<file path="config.mk">
export PLATFORM = sky130hd
export DESIGN_NAME = tfst_front
export DESIGN_NICKNAME = d
export VERILOG_FILES = /design/src/hdl/tfst_pkg.sv /design/src/hdl/tfst_front.sv
export SDC_FILE = /design/constraint.sdc
export NUM_CORES = 1
export LEC_CHECK = 0
export BUFFER_PORTS_ARGS = -buffer_cell sky130_fd_sc_hd__buf_2
export CORE_UTILIZATION = 57
export CTS_BUF_LIST = sky130_fd_sc_hd__clkbuf_2 sky130_fd_sc_hd__clkbuf_4 sky130_fd_sc_hd__clkbuf_8
export DETAILED_ROUTE_END_ITERATION = 7
export PLACE_DENSITY = 0.95
export SKIP_CTS_REPAIR_TIMING = 1
export SYNTH_ARGS = -nofsm -noshare
export SYNTH_HDL_FRONTEND = slang
export SYNTH_SLANG_ARGS = --single-unit
</file>
<file path="constraint.sdc">
create_clock -name clk -period 15.6 [get_ports clk]
set_clock_uncertainty 0.05 [all_clocks]
set_input_delay 0.78 -clock clk [delete_from_list [all_inputs] [get_ports clk]]
set_output_delay 0.78 -clock clk [all_outputs]
set_load 0.1 [all_outputs]
</file>
<file path="src/hdl/tfst_pkg.sv">
// ----------------------------------------------------------------------------
// tfst_pkg
// Types, constants and the tcp state transition function of the flow tracker.
// ----------------------------------------------------------------------------
package tfst_pkg;

  localparam logic [15:0] ETH_IPV4  = 16'h0800;
  localparam logic [7:0]  PROTO_TCP = 8'd6;
  localparam logic [7:0]  F_FIN     = 8'h01;
  localparam logic [7:0]  F_SYN     = 8'h02;
  localparam logic [7:0]  F_RST     = 8'h04;
  localparam logic [7:0]  F_ACK     = 8'h10;

  localparam int IN_DATA_W  = 128;
  localparam int OUT_DATA_W = 24;

  typedef enum logic [3:0] {
    ST_NEW          = 4'd0,
    ST_SYN_SENT     = 4'd1,
    ST_SYN_RECEIVED = 4'd2,
    ST_ESTABLISHED  = 4'd3,
    ST_FIN_WAIT_1   = 4'd4,
    ST_FIN_WAIT_2   = 4'd5,
    ST_CLOSE_WAIT   = 4'd6,
    ST_CLOSING      = 4'd7,
    ST_LAST_ACK     = 4'd8,
    ST_TIME_WAIT    = 4'd9,
    ST_CLOSED       = 4'd10
  } conn_state_t;

  typedef enum logic [2:0] {
    BS_IDLE,
    BS_SCAN,
    BS_STRD,
    BS_UPD,
    BS_OUT
  } back_state_t;

  typedef struct packed {
    logic [15:0] dp;
    logic [15:0] sp;
    logic [31:0] da;
    logic [31:0] sa;
  } flow_key_t;

  typedef struct packed {
    logic [7:0] flags;
    flow_key_t  key;
  } pkt_t;

  typedef struct packed {
    logic [5:0] flow_index;
    logic       table_full;
    logic       new_flow;
    logic       from_originator;
    logic       state_changed;
    logic [3:0] post_state;
    logic [3:0] old_state;
  } result_t;

  function automatic conn_state_t next_state(conn_state_t s, logic [7:0] flags);
    logic syn;
    logic ack;
    logic fin;
    conn_state_t n;
    syn = |(flags & F_SYN);
    ack = |(flags & F_ACK);
    fin = |(flags & F_FIN);
    n   = s;
    if (|(flags & F_RST)) begin
      n = ST_CLOSED;
    end else begin
      unique case (s)
        ST_NEW: begin
          if (syn && !ack)     n = ST_SYN_SENT;
          else if (syn && ack) n = ST_SYN_RECEIVED;
          else if (ack)        n = ST_ESTABLISHED;
        end
        ST_SYN_SENT: begin
          if (syn && ack) n = ST_SYN_RECEIVED;
          else if (ack)   n = ST_ESTABLISHED;
        end
        ST_SYN_RECEIVED: if (ack) n = ST_ESTABLISHED;
        ST_ESTABLISHED:  if (fin) n = ST_FIN_WAIT_1;
        ST_FIN_WAIT_1: begin
          if (fin)      n = ST_CLOSING;
          else if (ack) n = ST_FIN_WAIT_2;
        end
        ST_FIN_WAIT_2:   if (fin) n = ST_TIME_WAIT;
        ST_CLOSING:      if (ack) n = ST_TIME_WAIT;
        ST_CLOSE_WAIT:   if (fin) n = ST_LAST_ACK;
        ST_LAST_ACK:     if (ack) n = ST_CLOSED;
        default:         n = s;
      endcase
    end
    return n;
  endfunction

endpackage

</file>
<file path="src/hdl/tfst_front.sv">
// ----------------------------------------------------------------------------
// tfst_front
// Accepts headers, drops everything that is not ipv4 tcp, queues the rest.
// ----------------------------------------------------------------------------
module tfst_front import tfst_pkg::*; (
  input  logic                 clk,
  input  logic                 rst_n,
  input  logic                 in_tvalid,
  output logic                 in_tready,
  input  logic [IN_DATA_W-1:0] in_tdata,
  output logic                 q_valid,
  input  logic                 q_pop,
  output pkt_t                 q_pkt
);

  pkt_t        mem_r [2];
  logic        wr_ptr_r, wr_ptr_nxt;
  logic        rd_ptr_r, rd_ptr_nxt;
  logic [1:0]  cnt_r, cnt_nxt;
  logic        is_tcp;
  logic        push;
  logic        pop;
  pkt_t        pkt;

  assign pkt.key.sa = in_tdata[55:24];
  assign pkt.key.da = in_tdata[87:56];
  assign pkt.key.sp = in_tdata[103:88];
  assign pkt.key.dp = in_tdata[119:104];
  assign pkt.flags  = in_tdata[127:120];
  assign is_tcp     = (in_tdata[15:0] == ETH_IPV4) && (in_tdata[23:16] == PROTO_TCP);

  assign in_tready = (cnt_r != 2'd2);
  // non-tcp transactions are taken and dropped here
  assign push      = in_tvalid && in_tready && is_tcp;
  assign pop       = q_pop && q_valid;
  assign q_valid   = (cnt_r != 2'd0);
  assign q_pkt     = mem_r[rd_ptr_r];

  always_comb begin
    wr_ptr_nxt = push ? ~wr_ptr_r : wr_ptr_r;
    rd_ptr_nxt = pop ? ~rd_ptr_r : rd_ptr_r;
    cnt_nxt    = cnt_r + {1'b0, push} - {1'b0, pop};
  end

  always_ff @(posedge clk) begin
    if (!rst_n) begin
      wr_ptr_r <= 1'b0;
      rd_ptr_r <= 1'b0;
      cnt_r    <= 2'd0;
    end else begin
      wr_ptr_r <= wr_ptr_nxt;
      rd_ptr_r <= rd_ptr_nxt;
      cnt_r    <= cnt_nxt;
    end
  end

  always_ff @(posedge clk) begin
    if (push) begin
      mem_r[wr_ptr_r] <= pkt;
    end
  end

endmodule

</file>
**Word-level counts from Yosys, hierarchy flattened**

Memory sizes are Yosys's and may differ from the RTL's. A register that Yosys moved wholly into a read port is not among the register bits.
Index checks and enable logic that the tools add are counted.

- Bitwise operators: 2
- Add/sub/neg operators: 2
- Muxes and demuxes: 4
- Equality and inequality tests: 3
- Reduce and logical (&&, ||, !) cells: 5

Operator list:

| kind | number |
|---|---|
| 16-bit by 12-bit equality test with 1-bit output (second input constant) | 1 |
| 8-bit by 3-bit equality test with 1-bit output (second input constant) | 1 |
| 1-bit logical AND | 4 |
| 1-bit two-way mux | 4 |
| 2-bit by 1-bit adder with 2-bit output | 1 |
| 2-bit != test (second input constant) | 1 |
| 1-bit inverter | 2 |
| 2-bit nonzero test | 1 |
| 2-bit by 1-bit subtractor with 2-bit output | 1 |

- Memory bits (writable): 208
- Bits of input ports: 132
- Bits in registers: 4
- Output and inout port bits: 106
- Memories kept: 1

Memories:

| memory | depth | width | rd ports | clocked after Yosys merged registers in | wr ports | RTL line | text |
|---|---|---|---|---|---|---|---|
| mem_r | 2 | 104 | 1 | 1 | 1 | tfst_front.sv:16 | `pkt_t mem_r [2];` |

**Depth between registers and ports, before layout**

- Word-level depth: 5
- Mapped depth: 10

**Least setup slack after synthesis**

Ideal clock, no wire load.

- Kind: register -> register
- Start: reg cnt_r[0]
- End: mem mem_r[0][0] (netlist name) (enable)
- Path slack: 8.672 ns
- Cell stages (with the launch flop): 6
- Required time: 14.979 ns
- Data arrival time: 6.308 ns
- Buffers on the path: 1
- Cells stage by stage: dfxtp_1 > nand2b_1 > nand3_1 > or4_4 > buf_6 > nor2_1

- Longest elaborated chain between the ends: 5

RTL lines:

| what | RTL line | text |
|---|---|---|
| from (decl) | tfst_front.sv:19 | `logic [1:0] cnt_r, cnt_nxt;` |
| from (signal assigned) | tfst_front.sv:53 | `cnt_r <= cnt_nxt;` |
| 2-bit != test | tfst_front.sv:32 | `assign in_tready = (cnt_r != 2'd2);` |
| via in_tready | tfst_front.sv:9 | `output logic in_tready,` |
| 1-bit logical AND (2 in series) | tfst_front.sv:34 | `assign push = in_tvalid && in_tready && is_tcp;` |
| 1-bit two-way mux | tfst_front.sv:58 | `if (push) begin` |
| 1-bit two-way mux (not written as such) | tfst_front.sv:59 | `mem_r[wr_ptr_r] <= pkt;` |
| to (decl) | tfst_front.sv:16 |  |

The timed path passes the listed nets, and every way through them passes these cells.

==> metrics.cfg <==
[status]
status=finished clean

[setup_path]
r2r-end=mem_r[0][74]
endpoint_kind=primary output
crit_buf_inv=2
crit_family=buffers and inverters
path_cells=buf_4 > mux2_2 > buf_2
start_kind=flop
slowest_delay_ns=0.72
rrSetupSlack_ns=12.57
critPathArrivalTime_ns=2.77
critical_path_class=reg2out
ff2ff_path_depth=6
cp_slowest_cell=buf_4
required_ns=14.77
path_max_fanout=62
timing.rr.start=cnt_r[0]

[min_path]
hold_end=mem_r[0][61]
whs_path_depth=1
min-delay-start=in_tdata[85]
hp-class=in2reg

[yosys]
synth_cell_types=24
ys_seq_area_frac=0.814
syn_area_um2=7800
postSynthNetCount=494
synth_cells=360
ys_top_cells_by_area=edfxtp_1 (80%), mux2_2 (15%), dfxtp_1 (1.3%), buf_2 (0.39%), nor4b_2 (0.39%)
syn_avg_cell_area_um2=21.7
synth_seq_cells=213
ys_async_sr_fraction=0
synth_edf_count=208
ys.flop_type=edfxtp_1
synth_top_area_frac=0.801
ys_warn_count=0
synthTopCellsByCount=edfxtp_1 (208), mux2_2 (104), buf_2 (6)
yosysTopAreaCell=edfxtp_1
synth_most_common_cell=edfxtp_1

[placement]
hpwl_mm=10.1
placedCellCount=765
place_area_um2=9200
io_buffers=237
place_ws_ns=11.75
gp_congestion=0.760

[floorplan]
die_h_um=119
core-area_um2=13300
die_w_um=119
rows=42
die_area_um2=14200
start_util=0.586
ios=238

[clock_tree]
worstSkewPairLatency_ns=0.54
tritoncts=yes
numCtsBuffers=31
cts_sinks=213
clk_transition_reported_paths_ns=0.06
htree_levels=1
clockRootBuffer=clkbuf_8
cts_max_path_buffers=3

[timing]
max_freq_mhz=278
setup_violations=0
fin_ws_ns=12.00
final-hold-violation-count=0
setup_tns_ns=0
max-slew-margin-rel=0.471
slew_viol_final=0
worst_pin_slew_ns=0.793
fin_crit_ns=3.60
holdWs_ns=0.379
rsz0062_at_grt=no
min_period_over_period=0.231

[pwr]
cellLeakagePower_nw=3.62
vdd_drop_max_uv=67.7
cellPowerDensity_nw_per_um2=107
finalPower_mw=1.04

[route]
antenna_left=0
drt_first_iter_violations=289
post_drt_wl_per_cell_um=18.0
viasPerCell=5.19
wl_mm=14.7
vias=4249
drt_first_pass_iters=5
drc=0

[global_route]
grtUsageMet1=0.238
grt_most_used_layer=met2
grtUsageTotal=0.205
grt_util_met2=0.379
grt_max_degree=63
use_met3=0.0412
grt_overflow=0
grt_pass1_wl_mm=21.9
antenna_found_initial=0
grt_pass1_vias=4347

[final_layout]
fill_cells=804
n_antenna_cell=0
stdcell_area_um2=9750
fin_nets=756
post-route-util=0.733
final_cells=819
area_delta_synth_final_pct=25.0
drive_above_1_share=0.619

[flow_run]
maxCapViolations=0

[worst max path at each step]
| stage | endpoint | startpoint | cells past startpoint | slack, ns |
|---|---|---|---|---|
| floorplan | mem_r[0][0] | cnt_r[0] | 5 | 8.67 |
| global placement | mem_r[0][13] | in_tdata[0] | 7 | 11.81 |
| detailed placement | mem_r[0][65] | in_tdata[0] | 7 | 11.75 |
| CTS | q_pkt[27] | flop | 3 | 11.94 |
| global route | q_pkt[75] | flop | 3 | 11.86 |
| finish | q_pkt[27] | flop | 3 | 12.00 |
[cell families after synthesis]
group,count (synthesis),synth area share
flip-flops,213,0.814
multiplexers,105,0.151
AND/OR/NAND/NOR,22,0.0189
buffers and inverters,15,0.00915
XOR/XNOR,3,0.00337
adder cells (fa/ha/maj),2,0.00321
[power by group]
part / switching (mW) / total, mW / internal [mW]
combinational: 0.00984 / 0.0219 / 0.0121
clock: 0.186 / 0.393 / 0.207
sequential: 0.0000000452 / 0.627 / 0.627
[layout by cell type (no fill, tap or decap), types with 2 or more instances in the layout]
cell,n
and2_1,3
buf_2,237
buf_4,5
clkbuf_4,10
clkbuf_8,31
clkinv_1,10
clkinv_2,3
dfxtp_1,4
edfxtp_1,208
ha_1,2
inv_1,2
mux2_2,104
nand2_1,3
nor2_1,2
nor2_4,2
nor2b_1,2
nor4b_2,2
xnor2_1,3
[cell type report]
class                   count  area, µm²  area share
inverters                   2       7.51    0.000770
multi-input cells         132       1400       0.143
repair buffers            242       1220       0.125
clock buffers              41        502      0.0515
clock inverters            13       52.6     0.00539
well taps                 176        220      0.0226
flip-flops and latches    213       6350       0.651
[layer usage]
layer | wire length (µm) | part of all wire
met1 | 5490 | 0.37
met2 | 8040 | 0.55
met3 | 965 | 0.065
met4 | 245 | 0.017
met5 | 0 | 0
[registers in the layout (all words and copies together), names as in the netlist, named ones only]
signal	cells
rd_ptr_r	1
mem_r	208
cnt_r	2
wr_ptr_r	1
Note: power is estimated with default switching activity, not from simulation.
